File: src/hw/rtl/bnc_pkg.sv
// Shared types, codes and constants of the bracket nesting checker.
`default_nettype none

package bnc_pkg;

  // Default number of stack entries.
  localparam int STACK_DEPTH_DEF = 64;

  // Depth of the operation queue between front and back.
  localparam int QUEUE_DEPTH = 4;
  localparam int QUEUE_AW    = $clog2(QUEUE_DEPTH);

  // Field widths.
  localparam int STATUS_W = 3;
  localparam int POINTS_W = 15;
  localparam int SUM_W    = 64;
  localparam int DEPTH_W  = 7;

  // Item kinds.
  localparam logic KIND_CHAR = 1'b0;
  localparam logic KIND_EOL  = 1'b1;

  // Result status codes.
  localparam logic [STATUS_W-1:0] ST_OK       = 3'd0;
  localparam logic [STATUS_W-1:0] ST_IGNORED  = 3'd1;
  localparam logic [STATUS_W-1:0] ST_MISMATCH = 3'd2;
  localparam logic [STATUS_W-1:0] ST_EMPTY    = 3'd3;
  localparam logic [STATUS_W-1:0] ST_FULL     = 3'd4;
  localparam logic [STATUS_W-1:0] ST_CORRUPT  = 3'd5;
  localparam logic [STATUS_W-1:0] ST_LINE_OK  = 3'd6;

  // Input item.
  typedef struct packed {
    logic       kind;
    logic [7:0] ch;
  } in_item_t;

  // Result item.
  typedef struct packed {
    logic [STATUS_W-1:0] status;
    logic [POINTS_W-1:0] error_points;
    logic [SUM_W-1:0]    error_total;
    logic [SUM_W-1:0]    completion_value;
    logic [DEPTH_W-1:0]  open_depth;
  } out_item_t;

  // Classified operation carried through the queue.
  typedef enum logic [1:0] {
    OP_PUSH   = 2'd0,
    OP_POP    = 2'd1,
    OP_IGNORE = 2'd2,
    OP_EOL    = 2'd3
  } op_code_t;

  typedef struct packed {
    op_code_t   code;
    logic [1:0] bkind;
  } op_t;

  // Error score of a mismatching closer.
  function automatic logic [POINTS_W-1:0] close_points(input logic [1:0] bkind);
    logic [POINTS_W-1:0] pts;
    case (bkind)
      2'd0:    pts = 15'd3;
      2'd1:    pts = 15'd57;
      2'd2:    pts = 15'd1197;
      default: pts = 15'd25137;
    endcase
    return pts;
  endfunction

endpackage

`default_nettype wire

File: src/hw/rtl/bnc_back.sv
// Stack engine: runs queued ops against the opener stack and registers results.
`default_nettype none

module bnc_back
  import bnc_pkg::*;
#(
  parameter int STACK_DEPTH = STACK_DEPTH_DEF
) (
  input  wire logic clk,
  input  wire logic rst_n,
  input  wire logic q_valid,
  input  wire op_t  q_data,
  output logic      q_pop,
  output logic      out_valid,
  input  wire logic out_stall,
  output out_item_t out_item
);

  localparam int AW = $clog2(STACK_DEPTH);
  localparam int CW = $clog2(STACK_DEPTH + 1);

  typedef enum logic [3:0] {
    S_IDLE = 4'b0001,
    S_POP  = 4'b0010,
    S_WALK = 4'b0100,
    S_EOL  = 4'b1000
  } state_t;

  state_t            state_r, state_nxt;
  logic [CW-1:0]     cnt_r, cnt_nxt;
  logic              corr_r, corr_nxt;
  logic [SUM_W-1:0]  err_sum_r, err_sum_nxt;
  logic [SUM_W-1:0]  acc_r, acc_nxt;
  logic [CW-1:0]     walk_left_r, walk_left_nxt;
  logic [AW-1:0]     walk_addr_r, walk_addr_nxt;
  logic [1:0]        pop_kind_r, pop_kind_nxt;
  logic              out_valid_r, out_valid_nxt;
  out_item_t         out_item_r;

  logic [1:0]        stack_mem [STACK_DEPTH];
  logic [1:0]        rd_data_r;
  logic [AW-1:0]     rd_addr;
  logic [AW-1:0]     wr_addr;
  logic              mem_we;

  logic              out_free;
  logic              load;
  logic [STATUS_W-1:0] res_status;
  logic [POINTS_W-1:0] res_points;
  logic [SUM_W-1:0]    res_value;
  logic [CW-1:0]       cnt_m1, cnt_m2;

  assign out_free = !out_valid_r || !out_stall;
  assign cnt_m1   = cnt_r - CW'(1);
  assign cnt_m2   = cnt_r - CW'(2);

  // Control and datapath
  always_comb begin
    state_nxt     = state_r;
    cnt_nxt       = cnt_r;
    corr_nxt      = corr_r;
    err_sum_nxt   = err_sum_r;
    acc_nxt       = acc_r;
    walk_left_nxt = walk_left_r;
    walk_addr_nxt = walk_addr_r;
    pop_kind_nxt  = pop_kind_r;
    q_pop         = 1'b0;
    load          = 1'b0;
    mem_we        = 1'b0;
    wr_addr       = cnt_r[AW-1:0];
    rd_addr       = cnt_m1[AW-1:0];
    res_status    = ST_IGNORED;
    res_points    = '0;
    res_value     = '0;

    case (state_r)
      S_IDLE: begin
        if (q_valid && out_free) begin
          q_pop = 1'b1;
          if (q_data.code == OP_EOL) begin
            if (corr_r) begin
              load       = 1'b1;
              res_status = ST_CORRUPT;
              cnt_nxt    = '0;
              corr_nxt   = 1'b0;
            end else if (cnt_r == '0) begin
              load       = 1'b1;
              res_status = ST_LINE_OK;
            end else begin
              // top entry is being read this cycle
              acc_nxt       = '0;
              walk_left_nxt = cnt_r;
              walk_addr_nxt = cnt_m2[AW-1:0];
              state_nxt     = S_WALK;
            end
          end else if (corr_r) begin
            load       = 1'b1;
            res_status = ST_IGNORED;
          end else begin
            case (q_data.code)
              OP_PUSH: begin
                load = 1'b1;
                if (cnt_r == CW'(STACK_DEPTH)) begin
                  res_status = ST_FULL;
                end else begin
                  mem_we     = 1'b1;
                  cnt_nxt    = cnt_r + CW'(1);
                  res_status = ST_OK;
                end
              end
              OP_POP: begin
                if (cnt_r == '0) begin
                  load       = 1'b1;
                  res_status = ST_EMPTY;
                  corr_nxt   = 1'b1;
                end else begin
                  pop_kind_nxt = q_data.bkind;
                  state_nxt    = S_POP;
                end
              end
              default: begin
                load       = 1'b1;
                res_status = ST_IGNORED;
              end
            endcase
          end
        end
      end

      // Top entry now in rd_data_r.
      S_POP: begin
        if (out_free) begin
          load      = 1'b1;
          cnt_nxt   = cnt_m1;
          state_nxt = S_IDLE;
          if (rd_data_r == pop_kind_r) begin
            res_status = ST_OK;
          end else begin
            res_status  = ST_MISMATCH;
            res_points  = close_points(pop_kind_r);
            err_sum_nxt = err_sum_r + SUM_W'(close_points(pop_kind_r));
            corr_nxt    = 1'b1;
          end
        end
      end

      // One entry per cycle, top to bottom: acc = acc*5 + kind + 1.
      S_WALK: begin
        rd_addr       = walk_addr_r;
        acc_nxt       = acc_r + {acc_r[SUM_W-3:0], 2'b00} +
                        SUM_W'(rd_data_r) + SUM_W'(1);
        walk_addr_nxt = walk_addr_r - AW'(1);
        walk_left_nxt = walk_left_r - CW'(1);
        if (walk_left_r == CW'(1)) begin
          state_nxt = S_EOL;
        end
      end

      S_EOL: begin
        if (out_free) begin
          load       = 1'b1;
          res_status = ST_LINE_OK;
          res_value  = acc_r;
          cnt_nxt    = '0;
          corr_nxt   = 1'b0;
          state_nxt  = S_IDLE;
        end
      end

      default: begin
        state_nxt = S_IDLE;
      end
    endcase
  end

  assign out_valid_nxt = load || (out_valid_r && out_stall);

  // Control registers
  always_ff @(posedge clk) begin
    if (!rst_n) begin
      state_r     <= S_IDLE;
      cnt_r       <= '0;
      corr_r      <= 1'b0;
      err_sum_r   <= '0;
      out_valid_r <= 1'b0;
    end else begin
      state_r     <= state_nxt;
      cnt_r       <= cnt_nxt;
      corr_r      <= corr_nxt;
      err_sum_r   <= err_sum_nxt;
      out_valid_r <= out_valid_nxt;
    end
  end

  // Working registers
  always_ff @(posedge clk) begin
    acc_r       <= acc_nxt;
    walk_left_r <= walk_left_nxt;
    walk_addr_r <= walk_addr_nxt;
    pop_kind_r  <= pop_kind_nxt;
  end

  // Result register
  always_ff @(posedge clk) begin
    if (load) begin
      out_item_r.status           <= res_status;
      out_item_r.error_points     <= res_points;
      out_item_r.error_total      <= err_sum_nxt;
      out_item_r.completion_value <= res_value;
      out_item_r.open_depth       <= DEPTH_W'(cnt_nxt);
    end
  end

  // Opener stack memory, registered read
  always_ff @(posedge clk) begin
    if (mem_we) begin
      stack_mem[wr_addr] <= q_data.bkind;
    end
    rd_data_r <= stack_mem[rd_addr];
  end

  assign out_valid = out_valid_r;
  assign out_item  = out_item_r;

endmodule

`default_nettype wire

File: config.mk
export PLATFORM = sky130hd
export DESIGN_NAME = bnc_back
export DESIGN_NICKNAME = d
export VERILOG_FILES = /design/src/hw/rtl/bnc_pkg.sv /design/src/hw/rtl/bnc_back.sv
export SDC_FILE = /design/constraint.sdc
export NUM_CORES = 1
export LEC_CHECK = 0
export BUFFER_PORTS_ARGS = -buffer_cell sky130_fd_sc_hd__buf_2
export CAP_MARGIN = 20
export CORE_ASPECT_RATIO = 0.75
export CORE_UTILIZATION = 37
export DETAILED_ROUTE_END_ITERATION = 10
export PLACE_DENSITY_LB_ADDON = 0.3
export SLEW_MARGIN = 20
export SYNTH_ARGS = -nofsm -noshare
export SYNTH_HDL_FRONTEND = slang
export SYNTH_SLANG_ARGS = --single-unit
File: constraint.sdc
create_clock -name clk -period 42.1 [get_ports clk]
set_input_delay 6.315 -clock clk [delete_from_list [all_inputs] [get_ports clk]]
set_output_delay 6.315 -clock clk [all_outputs]
set_load 0.005 [all_outputs]
Word level (Yosys, flattened, before mapping)

Memories as Yosys holds them, arrays and structs flattened. A register that Yosys moved wholly into a read port is not among the register bits.
Cells that the tools add are included.

Memories: 1
Register bits after elaboration: 309
Bits of input ports: 8
Bits in writable memories: 128

Muxes and demuxes: 80
$add $sub $neg: 9
Reduce and logical (&&, ||, !) cells: 18
Eq/ne operators: 21
Bitwise logic cells: 5

Memory list:

| name      | depth | width | read ports | clocked after memory_dff | write ports | RTL line       | RTL |
|---|---|---|---|---|---|---|---|
| stack_mem | 64    | 2     | 1          | 1                        | 1           | bnc_back.sv:40 | `logic [1:0] stack_mem [STACK_DEPTH];` |

Operators with widths:

| cell                                                 | count |
|---|---|
| 2-to-1 mux 64 bit                                    | 7 |
| case mux 64 bit (2 select lines)                     | 1 |
| 2-to-1 mux 7 bit                                     | 12 |
| adder 64 x 1 -> 64 bit (second input constant)       | 1 |
| adder 64 x 15 -> 64 bit                              | 1 |
| adder 64 x 2 -> 64 bit                               | 1 |
| adder 64 bit                                         | 1 |
| 2-to-1 mux 15 bit                                    | 3 |
| case mux 15 bit (3 select lines)                     | 1 |
| 2-to-1 mux 4 bit                                     | 9 |
| 2-to-1 mux 6 bit                                     | 5 |
| 2-to-1 mux 1 bit                                     | 24 |
| 2-to-1 mux 3 bit                                     | 7 |
| case mux 7 bit (3 select lines)                      | 1 |
| != test 2 bit (second input constant)                | 8 |
| case mux 7 bit (2 select lines)                      | 1 |
| subtractor 7 x 1 -> 7 bit (second input constant)    | 2 |
| case mux 4 bit (3 select lines)                      | 1 |
| case mux 6 bit (2 select lines)                      | 1 |
| AND reduction 6 bit                                  | 2 |
| AND reduction 5 bit                                  | 2 |
| case mux 3 bit (3 select lines)                      | 1 |
| adder 7 x 1 -> 7 bit (second input constant)         | 1 |
| equality test 7 x 1 -> 1 bit (second input constant) | 1 |
| 27 further kinds                                     | 39 |

Depth between registers and ports, before layout

Gate-level depths: netlist of the first run.

Depth in word-level cells: 9
Gate-level depth with buffers: 13
Gate-level depth less buffers: 13

Worst setup path after synthesis of the first run

No wires, ideal clock.

Path kind: input to register
Start: input out_stall
End: register out_item_r (netlist bit out_item[0]), enable pin
Buffers on the path: 0
Setup slack: 24.244 ns
Stages on the path: 4
Setup time: 0.852 ns
Arrival: 17.004 ns
Required time: 41.248 ns
Path through: nand2_1 -> and2_1 -> nand2_1 -> o21ai_0

Longest elaborated chain between the ends: 5

Ends and longest elaborated chain:

| element                           | RTL line       | RTL |
|---|---|---|
| start: declaration                | bnc_back.sv:15 | `input wire logic out_stall,` |
| logical NOT 1 bit *               | bnc_back.sv:53 | `assign out_free = !out_valid_r \|\| !out_stall;` |
| logical OR 1 bit *                | bnc_back.sv:53 |  |
| logical AND 1 bit                 | bnc_back.sv:78 | `if (q_valid && out_free) begin` |
| 2-to-1 mux 1 bit                  | bnc_back.sv:78 |  |
| case mux 1 bit (2 select lines) * | bnc_back.sv:76 | `case (state_r)` |
| net load                          | bnc_back.sv:47 | `logic load;` |
| end: declaration                  | bnc_back.sv:38 | `out_item_t out_item_r;` |

Mark *: on every way through the listed nets, which the timed path passes. The rest lies on a longest branch.
A chain may end at the register's enable or synchronous reset.

Worst setup path in the final report of the first run

Start: input out_stall
End: output q_pop

Longest elaborated chain between the ends: 5

Ends and longest elaborated chain:

| element           | RTL line       | RTL |
|---|---|---|
| logical NOT 1 bit | bnc_back.sv:53 |  |
| logical OR 1 bit  | bnc_back.sv:53 |  |
| logical AND 1 bit | bnc_back.sv:78 |  |
| 2-to-1 mux 1 bit  | bnc_back.sv:78 |  |
| 2-to-1 mux 1 bit  | bnc_back.sv:76 |  |
| end: declaration  | bnc_back.sv:13 | `output logic q_pop,` |

No other way between the ends.

==> summary.txt, run 1 <==
Status = finished, final reports clean
Worst vdd ir = 0.0345 mV
Initial DRC count = 1384
Core footprint = 0.0595 mm^2
XOR/XNOR Fraction of Synth Area = 5.05%
CTS Buf Count = 46
Cells after Synth = 2034
Ratio of cells with drive above 1 in the final layout = 13.5%
Hold slack = 0.536 ns
Crit path time final = 13.80 ns
Setup Viol. Count Final = 0
Max cap viols = 0
Inserted Diodes = 0
Syn Std Cell Area = 0.0225 mm^2
DR pass1 iterations = 7
Largest area contributor in the netlist = edfxtp_1
Vias in the first global route = 14963
LEAKAGE = 10.0 nW
Skew-Pair Late Insertion Delay = 0.60 ns
Worst reg2reg path depth = 5
FFs w/ async S/R, synth = 0%
Post-synthesis sequential area ratio = 53.9%
Main synth FF type = edfxtp_1
Crit path launch = out_stall
Slew @ Worst Pin = 1.08 ns
Synth Register Bits = 431
Largest family of logic cells by synthesized area = simple AND/OR/NAND/NOR gates
Synth top area share = 46.9%
Startpoint Class = input port
# port buffers = 158
Worst setup EP type = output port
Critical R2R Capture = out_item[127]
PD cells = 44.0 mW/mm^2
Synth Warn # = 0
Adder-Cell Fraction of Synth Area = 5.01%
Die ar. = 0.0619 mm^2
Compound-Gate Fraction of Synth Area = 10.4%
Reg2reg setup slack = 38.07 ns
Post-DRT Antenna Nets = 0
Via-to-Cell Ratio = 5.31
First-pass GRT wire length = 84.6 mm
Mux share of post-synthesis cell area = 6.26%
Crit Path Max Fanout = 7
RePlAce Congestion = 0.907
CP required = 35.78 ns
# resized after CTS = 0
Dpl hpwl = 37.3 mm
Clk_skew = 0.0341 ns
Final hold viol count = 0
Reg2reg start = cnt_r[3]
Hold Path Class = reg2reg
Area growth from synthesis to layout = 13.4%
Final WL = 54.2 mm
CTS tree = done
Place WS = 28.30 ns
Worst EP arrival = 7.49 ns
Clk sinks = 431
DRC viols = 0
Die extent in x = 287 um
Synth Area in Simple Gates = 16.4%
Worst hold start = err_sum_r[60]
CTS root buf = clkbuf_16
RSZ-0062 raised after global routing = no
Initial core utilization = 37.9%
Post-CTS Hold Buffers = 0
Die H = 216 um
IO Count = 163
Relative max-transition margin = 28.1%
Post-synth EDFFs = 352
Tot GR Track Use = 17.2%
Gr ovfl total = 0
Period utilization = 32.8%
Syn Area/Cell = 11.1 um^2
Synth cell types = 85
Worst Slack Setup Final = 28.30 ns
Highest Clock Rate = 0.0724 GHz
Setup bufs post-CTS = 0
WL per Instance = 18.2 um
Clock tree buffer depth = 3
CP Class = in2out
CTS clk-pin slew, worst paths = 0.06 ns
Nets = 2253
Largest cells by area after synthesis = edfxtp_1 (47%), dfxtp_1 (7.0%), mux2i_1 (6.3%)
Initial antenna violation count = 1
Slew Limit Fails = 0
Setup TNS = 0 ns
Row count = 77
Crit path to = q_pop
Vias = 15841
H-tree lvl count = 2
Largest net degree at the start of global routing = 83
worst min-delay path by stage:
stage          cells past startpoint       endpoint  slack, ns
2_1_floorplan                      2  err_sum_r[20]       0.48
3_3_place_gp                       2  err_sum_r[20]       0.50
3_5_place_dp                       2  err_sum_r[46]       0.52
4_1_cts                            2  err_sum_r[60]       0.53
5_1_grt                            2  err_sum_r[46]       0.56
6_report                           2  err_sum_r[60]       0.54
logic make-up after synthesis:
kind of cell / Yosys count
other: 1
AOI/OAI and AO/OA: 368
buffers and inverters: 148
xor gates and xnor gates: 130
muxes: 141
and+or+nand+nor: 726
DFF: 431
adders and majority gates: 89
state kept, by name (all words and copies together), names as in the netlist, 4 cells and up:
signal / cells
err_sum_r: 64
cnt_r: 7
out_item: 145
stack_mem: 128
walk_addr_r: 6
state_r: 4
acc_r: 64
walk_left_r: 7
cell usage after synthesis (all sizes together), types with 3 or more instances:
cell	count
and3	19
nand3	50
a221oi	3
nand2	152
nor4	12
nand3b	7
nor3b	3
nor2b	10
or3b	3
o21a	9
nor3	31
o31ai	3
a31oi	10
edfxtp	352
a21o	24
o21ai	87
inv	43
buf	41
clkbuf	63
o2111ai	3
nor2	201
and2	141
a21oi	139
o21bai	19
a2111oi	9
nand4b	4
mux2i	141
or2	6
nor4b	3
nand4	38
xor2	70
o211ai	9
a211oi	10
o221ai	6
ha	87
and4	12
dfxtp	79
xnor2	60
nand2b	20
a21boi	12
or3	12
report_power, final:
part	total (mW)	internal [mW]	leakage [nW]	switching, mW
registers	0.529	0.510	3.91	0.0192
logic	0.193	0.0725	5.38	0.121
clock network	0.402	0.228	0.747	0.174
cell type report:
cell class	instances	area, um^2
inverter	44	170
sequential	431	12200
fill	5615	34000
multi-input combinational	1458	9820
clock buffer	60	1270
tap	790	988
timing repair buffer	175	923
clock inverter	25	245
critical path: stages:
cell	delay, ns
buf_2	0.12
nand2_1	0.19
and2_1	0.22
nand2_1	0.23
inv_2	0.23
buf_2	0.18
layout by cell type, fill, tap and decap left out, types with 8 or more instances in the layout:
master and n:
a21boi_0 9, a21o_1 24, a21oi_1 135, a31oi_1 10, and2_1 140, and3_1 17, and4_1 12, buf_2 156
buf_4 19, clkbuf_16 46, clkinv_1 8, clkinv_2 8, dfxtp_1 79, edfxtp_1 352, ha_1 87, inv_1 41
mux2i_1 141, nand2_1 150, nand2b_1 20, nand3_1 48, nand4_1 38, nor2_1 198, nor2b_1 10, nor3_1 30
nor4_1 10, o211ai_1 9, o21a_1 9, o21ai_0 77, o21bai_1 19, or3_1 12, xnor2_1 60, xor2_1 70
through the flow:
stage | cell area, um^2 | util (%) | power [mW] | cells
after floorplan | 22600 | - | 0.674 | 2037
after global placement | 24000 | 40.4 | 0.729 | 2897
after detailed placement | 24000 | 40.4 | 0.731 | 2897
after CTS | 25600 | 42.9 | 1.14 | 2982
after global routing | 25600 | 42.9 | 1.17 | 2983
final | 25600 | 42.9 | 1.12 | 2983
layer usage:
metal  part of all wire, %  GRT usage, %
met1                    50          26.8
met2                    42          24.3
met3                   6.7          2.99
met4                   1.5          3.83
met5                 0.017             0
Power figures use the tool's default switching activity.
==> inputs of run 2 (changes only) <==
- clock period: 42.1 -> 14.3 ns (I/O delays scaled with it)
==> run 2 against run 1 <==
  * Sequential power rose to 2.9 times the previous value
  * Clock-buffer cell count down 4
  * Via count shrank 0.82%
  * Cell area is essentially flat
  * Power increased to 3.0 times the previous value
  * Die area unchanged
  * Sequential cell count is the same
  * Clock power increased to 3.0 times the previous value
  * Setup slack got worse by 19 ns
  * Wire length is 0.32% lower
  * Largest power group unchanged
  * Highest routed layer is now met4
==> summary.txt, run 2 (synthesis results as in run 1) <==
Max stage delay cell, worst path = nand2_1
IO Count = 163 (unchanged)
Worst vdd ir = 0.103 mV (+200%)
Slew @ Worst Pin = 1.08 ns (+0.00220 ns)
Final hold viol count = 0 (unchanged)
Crit path time final = 5.48 ns
DRC viols = 0 (unchanged)
Relative max-transition margin = 28.0% (-0.15 points)
CTS clk-pin slew, worst paths = 0.06 ns (about the same)
Ratio of cells with drive above 1 in the final layout = 13.3% (-0.17 points)
Reg2reg start = rd_data_r[0]
Die H = 216 um (unchanged)
CP peak stage delay = 0.24 ns (about the same)
CP required = 12.15 ns (-23.63 ns)
Initial DRC count = 1317 (-4.8%)
Clock tree buffer depth = 3 (unchanged)
Period utilization = 38.3%
Die extent in x = 287 um (unchanged)
Skew-Pair Late Insertion Delay = 0.59 ns (about the same)
Worst EP arrival = 3.33 ns (-4.16 ns)
Most frequent cells in the layout = edfxtp_1 (352), nor2_1 (198), buf_2 (156)
Worst reg2reg path depth = 13 (+8)
PD cells = 131 mW/mm^2 (+200%)
Startpoint Class = input port
Critical R2R Capture = acc_r[48]
Vias in the first global route = 14831 (-0.88%)
RePlAce Congestion = 0.915 (+0.89%)
DP Cell Count = 2894 (-0.10%)
LEAKAGE = 10.0 nW (-0.24%)
Hold slack = 0.522 ns (-0.0138 ns)
# port buffers = 158 (unchanged)
Hold endpoint = err_sum_r[20]
Reg2reg setup slack = 10.42 ns (-27.65 ns)
Status = finished, final reports clean
Dpl hpwl = 37.2 mm (-0.29%)
Worst Slack Setup Final = 8.82 ns (-19.47 ns)
Number of fill cells in the layout = 5639 (+0.43%)
Area occupied by multi-input gates = 0.00982 mm^2 (unchanged)
WL per Instance = 18.2 um (about the same)
Row count = 77 (unchanged)
Die ar. = 0.0619 mm^2 (unchanged)
Cell Count, Final, Fillers Out = 2974 (-0.30%)
Initial antenna violation count = 2 (+1)
Setup Viol. Count Final = 0 (unchanged)
CP Cell Sequence = buf_2 -> nand2_1 -> and2_1 -> nand2_1 -> inv_2 -> buf_2
Highest Clock Rate = 0.183 GHz
Clk sinks = 431 (unchanged)
Initial core utilization = 37.9% (unchanged)
Core footprint = 0.0595 mm^2 (unchanged)
Fin util = 42.9% (about the same)
Final WL = 54.1 mm (-0.32%)
Commonest non-fill, non-tap cell in the layout = edfxtp_1
Nets = 2246 (-0.31%)
CTS root buf = clkbuf_16
Crit path launch = out_stall
Setup bufs post-CTS = 0 (unchanged)
First-pass GRT wire length = 84.0 mm (-0.73%)
Number of flip-flops in the largest register = 145 (unchanged)
CTS Buf Count = 43 (-6.5%)
CTS tree = done
Vias = 15711 (-0.82%)
Slew Limit Fails = 0 (unchanged)
Tot GR Track Use = 17.1% (-0.093 points)
Post-CTS Hold Buffers = 0 (unchanged)
Max cap viols = 0 (unchanged)
Worst hold start = err_sum_r[20]
Via-to-Cell Ratio = 5.28 (-0.52%)
Area growth from synthesis to layout = 13.3% (about the same)
Register area = 0.0122 mm^2 (unchanged)
RSZ-0062 raised after global routing = no
Place WS = 8.85 ns (-19.45 ns)
Post-DRT Antenna Nets = 0 (unchanged)
Gr ovfl total = 0 (unchanged)
Setup TNS = 0 ns (unchanged)
Crit Path Max Fanout = 7 (unchanged)
Hold path cells = 2 (unchanged)
Clk_skew = 0.0360 ns (+0.00188 ns)
DR pass1 iterations = 5 (-2)
H-tree lvl count = 2 (unchanged)
CP Class = in2out
# resized after CTS = 0 (unchanged)
Hold Path Class = reg2reg
Worst setup EP type = output port
Largest net degree at the start of global routing = 83 (unchanged)
-- run 2: how the worst max path moves through the flow --
stage	end	slack, ns	cells past startpoint
final	q_pop	8.82	6
after global routing	q_pop	8.72	6
after CTS	q_pop	8.85	6
after detailed placement	q_pop	8.85	6
after global placement	q_pop	8.91	6
after floorplan	out_item[0]	0.61	4
-- run 2: through the flow --
stage	total power, mW	instance area [um^2]
2_1_floorplan	1.99	22600
3_3_place_gp	2.15	24000
3_5_place_dp	2.15	24000
4_1_cts	3.37	25500
5_1_grt	3.48	25500
6_report	3.34	25500
-- run 2: final cells by class --
| type | count | share of cell area, % |
|---|---|---|
| Timing Repair Buffer | 171 | 3.50 |
| Clock inverter | 23 | 1.36 |
| Antenna cell | 1 | 0.00980 |
| Sequential cell | 431 | 47.6 |
| Clock buffer | 56 | 4.60 |
| Multi-Input combinational cell | 1458 | 38.4 |
| Tap cell | 790 | 3.87 |
| Inverter | 44 | 0.666 |
-- run 2: where the power goes --
part	switching [mW]	internal, mW	leakage, nW	total, mW
sequential	0.0592	1.50	3.91	1.56
combinational	0.355	0.213	5.36	0.568
clock	0.497	0.715	0.746	1.21
-- run 2: worst max-delay path, delay by kind of cell --
kind                   cells  cell delay, ns
AND/OR/NAND/NOR            3            0.64
buffers and inverters      3            0.55
-- run 2: routing by layer --
layer  wire length [um]  track usage (%)  vias to the layer above
li1                   -                -                     7621
met4                739             3.42                        0
met2              22900             24.9                      457
met1              26900             26.4                     7578
met3               3540             2.74                       55
met5                  0                0                        -
